<file path="src/sv/ole_pkg.sv">
package ole_pkg;

  localparam int ACTION_W = 3;
  localparam int POS_W    = 8;
  localparam int VALUE_W  = 32;
  localparam int STATUS_W = 2;

  typedef logic [ACTION_W-1:0]       action_t;
  typedef logic [POS_W-1:0]          pos_t;
  typedef logic signed [VALUE_W-1:0] value_t;
  typedef logic [STATUS_W-1:0]       status_t;

  localparam action_t ACT_INSERT = 3'd0;
  localparam action_t ACT_DELETE = 3'd1;
  localparam action_t ACT_READ   = 3'd2;
  localparam action_t ACT_SEARCH = 3'd3;
  localparam action_t ACT_CLEAR  = 3'd4;

  localparam status_t ST_OK    = 2'd0;
  localparam status_t ST_RANGE = 2'd1;
  localparam status_t ST_FULL  = 2'd2;

endpackage

</file>
<file path="src/sv/ole_intf.sv">
interface ole_req_if;
  import ole_pkg::*;

  logic    valid;
  logic    ready;
  action_t action;
  pos_t    position;
  value_t  value;

  modport source (output valid, output action, output position, output value, input ready);
  modport sink   (input valid, input action, input position, input value, output ready);
endinterface

interface ole_rsp_if;
  import ole_pkg::*;

  logic    valid;
  logic    ready;
  status_t status;
  value_t  value_out;
  pos_t    found_position;
  pos_t    count;
  logic    empty_res;

  modport source (output valid, output status, output value_out, output found_position,
                  output count, output empty_res, input ready);
  modport sink   (input valid, input status, input value_out, input found_position,
                  input count, input empty_res, output ready);
endinterface

</file>
<file path="src/sv/ordered_list_engine.sv">
// Ordered list of signed 32-bit words held in one LIST_DEPTH-entry RAM (one write and one
// registered read port) plus an entry count. One request is processed at a time; the
// request channel reopens as soon as the result is staged, so the next request may be
// taken while the previous result waits in the output register. The RAM moves one entry per
// cycle: insert and delete shift the entries from position p on, search reads from the first
// entry until a match or the list end; read, clear and rejected requests move no entries.
// The RAM needs no clearing after reset; entries beyond the count may be read, but their data is never used.
module ordered_list_engine #(
  parameter int LIST_DEPTH = 128
) (
  input  logic      clk,
  input  logic      rst,
  ole_req_if.sink   req,
  ole_rsp_if.source rsp
);
  import ole_pkg::*;

  localparam int AW = (LIST_DEPTH > 1) ? $clog2(LIST_DEPTH) : 1;
  localparam int CW = $clog2(LIST_DEPTH + 1);
  localparam int XW = ((CW > POS_W) ? CW : POS_W) + 1;

  localparam logic [2:0] S_IDLE      = 3'd0;
  localparam logic [2:0] S_SHIFT_UP  = 3'd1;
  localparam logic [2:0] S_WRITE_NEW = 3'd2;
  localparam logic [2:0] S_DEL_FIRST = 3'd3;
  localparam logic [2:0] S_SHIFT_DN  = 3'd4;
  localparam logic [2:0] S_READ_WAIT = 3'd5;
  localparam logic [2:0] S_SEARCH    = 3'd6;
  localparam logic [2:0] S_DONE      = 3'd7;

  logic [2:0]    state;
  logic [CW-1:0] count;
  logic [AW-1:0] addr;
  logic [AW-1:0] tgt;
  value_t        val_q;
  status_t       status_q;
  value_t        vout_q;
  pos_t          found_q;

  logic          o_valid;
  status_t       o_status;
  value_t        o_vout;
  pos_t          o_found;
  pos_t          o_count;
  logic          o_empty;

  logic          ram_we;
  logic [AW-1:0] ram_waddr;
  logic [31:0]   ram_wdata;
  logic [AW-1:0] ram_raddr;
  logic [31:0]   ram_rdata;

  logic [XW-1:0] pos_x;
  logic [XW-1:0] cnt_x;
  logic [AW-1:0] pos_m1;
  logic [AW-1:0] last;
  logic          full;
  logic          bad_ins;
  logic          bad_pos;

  assign pos_x   = XW'(req.position);
  assign cnt_x   = XW'(count);
  assign pos_m1  = AW'(pos_x - XW'(1));
  assign last    = AW'(count - CW'(1));
  assign full    = cnt_x >= XW'(LIST_DEPTH);
  assign bad_ins = (pos_x == '0) || (pos_x > cnt_x + XW'(1));
  assign bad_pos = (pos_x == '0) || (pos_x > cnt_x);

  assign req.ready          = (state == S_IDLE);
  assign rsp.valid          = o_valid;
  assign rsp.status         = o_status;
  assign rsp.value_out      = o_vout;
  assign rsp.found_position = o_found;
  assign rsp.count          = o_count;
  assign rsp.empty_res      = o_empty;

  ole_ram #(.WIDTH(32), .DEPTH(LIST_DEPTH)) u_ram (
    .clk   (clk),
    .we    (ram_we),
    .waddr (ram_waddr),
    .wdata (ram_wdata),
    .raddr (ram_raddr),
    .rdata (ram_rdata)
  );

  always_comb begin
    ram_we    = 1'b0;
    ram_waddr = addr + AW'(1);
    ram_wdata = ram_rdata;
    ram_raddr = addr + AW'(1);
    unique case (state)
      S_IDLE: begin
        priority if (req.action == ACT_INSERT) begin
          ram_raddr = last;
        end else if (req.action == ACT_SEARCH) begin
          ram_raddr = '0;
        end else begin
          ram_raddr = pos_m1;
        end
      end
      S_SHIFT_UP: begin
        ram_we    = 1'b1;
        ram_raddr = addr - AW'(1);
      end
      S_WRITE_NEW: begin
        ram_we    = 1'b1;
        ram_waddr = tgt;
        ram_wdata = val_q;
      end
      S_SHIFT_DN: begin
        ram_we    = 1'b1;
        ram_waddr = addr - AW'(1);
      end
      default: begin
      end
    endcase
  end

  always_ff @(posedge clk) begin
    if (rst) begin
      state   <= S_IDLE;
      count   <= '0;
      o_valid <= 1'b0;
    end else begin
      if (state == S_DONE && (!o_valid || rsp.ready)) begin
        o_valid <= 1'b1;
      end else if (rsp.ready) begin
        o_valid <= 1'b0;
      end
      unique case (state)
        S_IDLE: begin
          if (req.valid) begin
            val_q    <= req.value;
            status_q <= ST_OK;
            vout_q   <= '0;
            found_q  <= '0;
            tgt      <= pos_m1;
            state    <= S_DONE;
            unique case (req.action)
              ACT_INSERT: begin
                priority if (full) begin
                  status_q <= ST_FULL;
                end else if (bad_ins) begin
                  status_q <= ST_RANGE;
                end else if (pos_x == cnt_x + XW'(1)) begin
                  state <= S_WRITE_NEW;
                end else begin
                  addr  <= last;
                  state <= S_SHIFT_UP;
                end
              end
              ACT_DELETE: begin
                if (bad_pos) begin
                  status_q <= ST_RANGE;
                end else begin
                  addr  <= pos_m1;
                  state <= S_DEL_FIRST;
                end
              end
              ACT_READ: begin
                if (bad_pos) begin
                  status_q <= ST_RANGE;
                end else begin
                  state <= S_READ_WAIT;
                end
              end
              ACT_SEARCH: begin
                if (count != '0) begin
                  addr  <= '0;
                  state <= S_SEARCH;
                end
              end
              ACT_CLEAR: begin
                count <= '0;
              end
              default: begin
              end
            endcase
          end
        end
        S_SHIFT_UP: begin
          if (addr == tgt) begin
            state <= S_WRITE_NEW;
          end else begin
            addr <= addr - AW'(1);
          end
        end
        S_WRITE_NEW: begin
          count <= count + CW'(1);
          state <= S_DONE;
        end
        S_DEL_FIRST: begin
          vout_q <= ram_rdata;
          if (addr == last) begin
            count <= count - CW'(1);
            state <= S_DONE;
          end else begin
            addr  <= addr + AW'(1);
            state <= S_SHIFT_DN;
          end
        end
        S_SHIFT_DN: begin
          if (addr == last) begin
            count <= count - CW'(1);
            state <= S_DONE;
          end else begin
            addr <= addr + AW'(1);
          end
        end
        S_READ_WAIT: begin
          vout_q <= ram_rdata;
          state  <= S_DONE;
        end
        S_SEARCH: begin
          priority if (ram_rdata == val_q) begin
            found_q <= POS_W'(XW'(addr) + XW'(1));
            state   <= S_DONE;
          end else if (addr == last) begin
            state <= S_DONE;
          end else begin
            addr <= addr + AW'(1);
          end
        end
        S_DONE: begin
          if (!o_valid || rsp.ready) begin
            o_status <= status_q;
            o_vout   <= vout_q;
            o_found  <= found_q;
            o_count  <= POS_W'(count);
            o_empty  <= (count == '0);
            state    <= S_IDLE;
          end
        end
        default: begin
          state <= S_IDLE;
        end
      endcase
    end
  end

  a_count_bound: assert property (@(posedge clk) disable iff (rst)
    XW'(count) <= XW'(LIST_DEPTH))
    else $error("entry count beyond list depth");

  a_full_count: assert property (@(posedge clk) disable iff (rst)
    (state == S_DONE && status_q == ST_FULL) |-> (XW'(count) == XW'(LIST_DEPTH)))
    else $error("full status with room left");

  a_write_state: assert property (@(posedge clk) disable iff (rst)
    ram_we |-> (state == S_SHIFT_UP || state == S_SHIFT_DN || state == S_WRITE_NEW))
    else $error("store written outside a shift or insert");

  a_count_idle: assert property (@(posedge clk) disable iff (rst)
    (state == S_DONE || state == S_READ_WAIT || state == S_SEARCH) |=> $stable(count))
    else $error("count changed outside an update");

endmodule

</file>
<file path="src/sv/ole_ram.sv">
module ole_ram #(
  parameter int WIDTH = 32,
  parameter int DEPTH = 128
) (
  input  logic                     clk,
  input  logic                     we,
  input  logic [$clog2(DEPTH)-1:0] waddr,
  input  logic [WIDTH-1:0]         wdata,
  input  logic [$clog2(DEPTH)-1:0] raddr,
  output logic [WIDTH-1:0]         rdata
);

  logic [WIDTH-1:0] mem [DEPTH];

  always_ff @(posedge clk) begin
    if (we) begin
      mem[waddr] <= wdata;
    end
    rdata <= mem[raddr];
  end

endmodule

</file>
<file path="src/flat_wrapper.sv">
// flat-port wrapper written by rule: the top's interface ports become plain ports
module ordered_list_engine_flat import ole_pkg::*;
#(
  parameter int LIST_DEPTH = 128
)
  (clk, rst, req_valid, req_action, req_position, req_value, req_ready, rsp_valid, rsp_status, rsp_value_out, rsp_found_position, rsp_count, rsp_empty_res, rsp_ready);
  ole_req_if req_i ();
  ole_rsp_if rsp_i ();
  input  logic clk;
  input  logic rst;
  input wire logic [$bits(req_i.valid)-1:0] req_valid;
  input wire logic [$bits(req_i.action)-1:0] req_action;
  input wire logic [$bits(req_i.position)-1:0] req_position;
  input wire logic [$bits(req_i.value)-1:0] req_value;
  output wire logic [$bits(req_i.ready)-1:0] req_ready;
  output wire logic [$bits(rsp_i.valid)-1:0] rsp_valid;
  output wire logic [$bits(rsp_i.status)-1:0] rsp_status;
  output wire logic [$bits(rsp_i.value_out)-1:0] rsp_value_out;
  output wire logic [$bits(rsp_i.found_position)-1:0] rsp_found_position;
  output wire logic [$bits(rsp_i.count)-1:0] rsp_count;
  output wire logic [$bits(rsp_i.empty_res)-1:0] rsp_empty_res;
  input wire logic [$bits(rsp_i.ready)-1:0] rsp_ready;
  assign req_i.valid = req_valid;
  assign req_i.action = req_action;
  assign req_i.position = req_position;
  assign req_i.value = req_value;
  assign req_ready = req_i.ready;
  assign rsp_valid = rsp_i.valid;
  assign rsp_status = rsp_i.status;
  assign rsp_value_out = rsp_i.value_out;
  assign rsp_found_position = rsp_i.found_position;
  assign rsp_count = rsp_i.count;
  assign rsp_empty_res = rsp_i.empty_res;
  assign rsp_i.ready = rsp_ready;
  ordered_list_engine #(.LIST_DEPTH(LIST_DEPTH)) u_core (.clk(clk), .rst(rst), .req(req_i), .rsp(rsp_i));
endmodule
</file>
<file path="config.mk">
export PLATFORM = sky130hd
export DESIGN_NAME = ordered_list_engine_flat
export DESIGN_NICKNAME = d
export VERILOG_FILES = /design/src/sv/ole_pkg.sv /design/src/sv/ole_intf.sv /design/src/sv/ordered_list_engine.sv /design/src/sv/ole_ram.sv /design/src/flat_wrapper.sv
export SDC_FILE = /design/constraint.sdc
export NUM_CORES = 2
export LEC_CHECK = 0
export ABC_AREA = 1
export BUFFER_PORTS_ARGS = -buffer_cell sky130_fd_sc_hd__buf_2
export CAP_MARGIN = 10
export CORE_ASPECT_RATIO = 1.25
export CORE_MARGIN = 2
export CORE_UTILIZATION = 41
export CTS_CLUSTER_DIAMETER = 80
export DETAILED_ROUTE_END_ITERATION = 16
export SYNTH_ARGS = -nofsm -noshare
export SYNTH_HDL_FRONTEND = slang
export SYNTH_HIERARCHICAL = 1
export SYNTH_SLANG_ARGS = --single-unit
</file>
<file path="constraint.sdc">
create_clock -name clk -period 9.1 [get_ports clk]
set_input_delay 0 -clock clk [delete_from_list [all_inputs] [get_ports clk]]
set_output_delay 0 -clock clk [all_outputs]
set_load 0.02 [all_outputs]
</file>
==> impl_summary.md <==
Synth
The synthesized area divided by synthesized cell count is 12.1 um^2. The number of nets handed over by synthesis was 14328. Of the total synthesized cell area, the portion taken by full adders, half adders and majority gates is 0.167%. The Yosys step of the flow raised 6 warnings. Synthesis inferred 4279 register bits.

The cell area that synthesis handed to floorplanning was 173000 um^2. Sequential cells were found to cover 74.2% of the synthesized design area. The count of flip-flops with a built-in enable after synthesis is 4235. The compound-cell area share of the yosys netlist is 0.368%. The async set-reset flop share out of synthesis is 0%. The basic-gate share of the synthesized area counting and, or, nand and nor cells is 22.0%.

The most used flip-flop cell after synthesis is edfxtp_1. The number of instances in the synthesized netlist is 14258. In the synthesized netlist, mux cells make up 0% of the area. By area, the combinational part of the netlist is dominated by simple AND/OR/NAND/NOR gates. The synthesized netlist devotes 0.198% of its cell area to XOR and XNOR gates. The number of distinct library cells after synthesis is 45.

Placement
The worst-case setup slack after placement is 2960 ps. The area after detailed placement is 180000 um^2. The HPWL after detailed placement is 284000 um. The count of port buffers added during placement is 99. The congestion estimate from routability-driven global placement came to 0.863.

STA
Setup repair after global routing left no endpoint under its margin. Once routing completed, OpenROAD measured the worst setup slack at 2940 ps. The final-report setup violation count is 0.

The number of hold violations in the final report is 0. The total negative setup slack is 0 ps. The maximum operating frequency is 162 MHz. The worst clock skew is 53.0 ps. The worst hold slack is 136 ps. The worst path uses 67.7% of the clock period. The total count of max-transition violations in the final report was 0.

In this run the tightest slew margin relative to its limit is 11.4%. The final critical-path required period is 6160 ps. The transition time at the pin with the least slew margin is 1320 ps.

Final layout
For this run, the post-layout net count is 14319. The leading cell type in the layout, fill and taps excluded is nand2_1. After routing the design area is 194000 um^2.

The post-route netlist has 8.38% of its cells at a drive strength greater than 1. In the layout the commonest cells are nand2_1 (4371), edfxtp_1 (4235), nand3_1 (4066). The layout overhead on the synthesized area is 12.3%.

Detailed routing
In the routed layout, each cell is associated on average with a via count of 5.70. Once detail routing completed, the nets flagged for antenna violations numbered 0. After the first detailed-routing iteration, the DRC count stood at 14625. The final wirelength is 531000 um. The total DRC errors in the routed layout is 0. The first TritonRoute pass finished after 7 iterations. The via count is 114503. The average routed wire per standard cell is 26.4 um.

Clock tree
CTS saw 4279 sinks. The clock reaches the later pin of the worst-skew pair after 950 ps. The clock transition at the registers of the reported paths is 70 ps. The setup fix buffers added after clock tree synthesis is 0. Counting the buffers created by CTS gives 399. TritonCTS built the clock tree.

The buffer type at the clock tree root is clkbuf_16. The maximum count of clock buffers along a single path is 4. The number of levels in the clock H-tree is 5.

Critical path
For the worst setup path, the data required time is 9960 ps. The critical path is of the flop to flop type. The critical path capture point type is a flop. STA classifies the critical path startpoint as a flop. In this run the worst path has a maximum fanout of 152.

The worst endpoint data arrival time is 7020 ps.

Flow run
The number of maximum-capacitance violations is 0.

Die
The die covers 426000 um^2. The die span in x is 584 um. The initial utilization of the core area, before any placement, comes to 41.2%. The number of ports placed on the die boundary is 100. In this run the vertical extent of the chip is 729 um. The total core area is 419000 um^2.

The number of placement rows is 266.

Global route
The combined global-route utilization of all metal layers is 24.2%. The first global-routing pass estimated 758000 um of wire. The number of antenna violations at the first check in global routing is 29. The via count of the first global-routing pass is 106481.

The total congestion overflow is 0. The pin count of the biggest net entering global routing is 169.

Outcome
The run finished with clean final reports.

Min path
The path type of the worst min-delay path is input port to flop.
[cells by family (layout without fill, tap and decap cells)]
family / count (synthesis) / count (layout)
AO/OA/AOI/OAI: 110 / 110
XOR/XNOR: 39 / 39
adder cells (fa/ha/maj): 23 / 23
buffers and inverters: 1074 / 1395
flip-flops: 4279 / 4279
other: 0 / 13
AND/OR/NAND/NOR: 8733 / 8733
[registers in the layout (all words and copies together) (netlist names), 8 cells and up]
register / cells
u_core/found_q: 8
u_core/count: 8
u_core/u_ram/rdata: 32
u_core/rsp.value_out: 32
u_core/rsp.found_position: 8
u_core/vout_q: 32
u_core/u_ram/mem: 4096
u_core/rsp.count: 8
u_core/val_q: 32
[per-stage QoR]
stage               util, %  std cells
global route           46.2      20075
CTS                    46.2      20071
floorplan                 -      14258
global placement       42.8      19243
detailed placement     42.9      19244
finish                 46.2      20086
[repair_timing]
| action | in CTS | in global routing |
|---|---|---|
| resized for setup | 0 | 0 |
| hold buffers | 96 | 0 |
| endpoints found under the hold margin | 199 | 0 |
| setup endpoints to repair | 0 | 0 |
[per-layer routing]
metal	wire length, um	global-route usage [%]	vias up
li1	-	-	50736
met1	206000	32.3	57210
met2	250000	39.0	5617
met3	48300	3.79	934
met4	26600	11.2	6
met5	38	0	-
[final cells by class]
type                    count  area, um^2
clock buffers             493       10700
repair buffers            518        4420
clock inverters           238        2410
fillers                 36944      226000
inverters                 146         608
well taps                5494        6870
diodes                     13        32.5
flip-flops and latches   4279      128000
multi-input cells        8905       40700
[cells in the mapped netlist (2+ instances only)]
cell type | number | area share, %
o2111ai_1 | 3 | 0.015
buf_2 | 607 | 1.8
a21oi_2 | 2 | 0.010
o211ai_1 | 13 | 0.057
xnor2_1 | 14 | 0.071
nor2_2 | 6 | 0.022
dfxtp_1 | 44 | 0.51
nand3_1 | 4066 | 12
nand2_1 | 4379 | 9.5
nand3_2 | 2 | 0.012
nand2_2 | 7 | 0.025
edfxtp_1 | 4235 | 74
inv_1 | 131 | 0.28
buf_6 | 15 | 0.098
inv_2 | 11 | 0.024
a21o_1 | 2 | 0.0087
nor2_1 | 239 | 0.52
o22ai_1 | 11 | 0.040
o21ai_0 | 53 | 0.15
inv_4 | 2 | 0.0072
ha_1 | 23 | 0.17
buf_4 | 87 | 0.38
xor2_1 | 25 | 0.13
nor3_1 | 19 | 0.055
buf_1 | 103 | 0.22
nand2_4 | 2 | 0.013
nand4_1 | 4 | 0.014
clkbuf_1 | 115 | 0.25
o21ai_1 | 2 | 0.0058
a21oi_1 | 19 | 0.055
nor2_4 | 3 | 0.020
[final timing paths]
kind | start | slack (ps) | cells after the start | end
min | rst | 140 | 5 | u_core/count[7]
min reg2reg | u_core/vout_q[13] | 410 | 0 | u_core/rsp.value_out[13]
max | u_core/state[1] | 2940 | 16 | u_core/u_ram/rdata[16]
max reg2reg | u_core/state[1] | 2940 | 16 | u_core/u_ram/rdata[16]
[worst max-delay path, cell delays in order, from the launching register on]
cell      delay, ps
dfxtp_1         420
nor2_4          230
nand2_2         210
nor2_1          310
inv_1           230
o221ai_4        450
buf_12          450
buf_12          530
buf_4           830
nand2_1         120
nand3_1         120
nand3_1          90
nand3_1         250
nand3_1         320
nand3_1         420
nand3_1         580
nand2_1         240
Power is not shown: default switching activity piles up to over one toggle a cycle in this logic, so the estimate is an artifact.
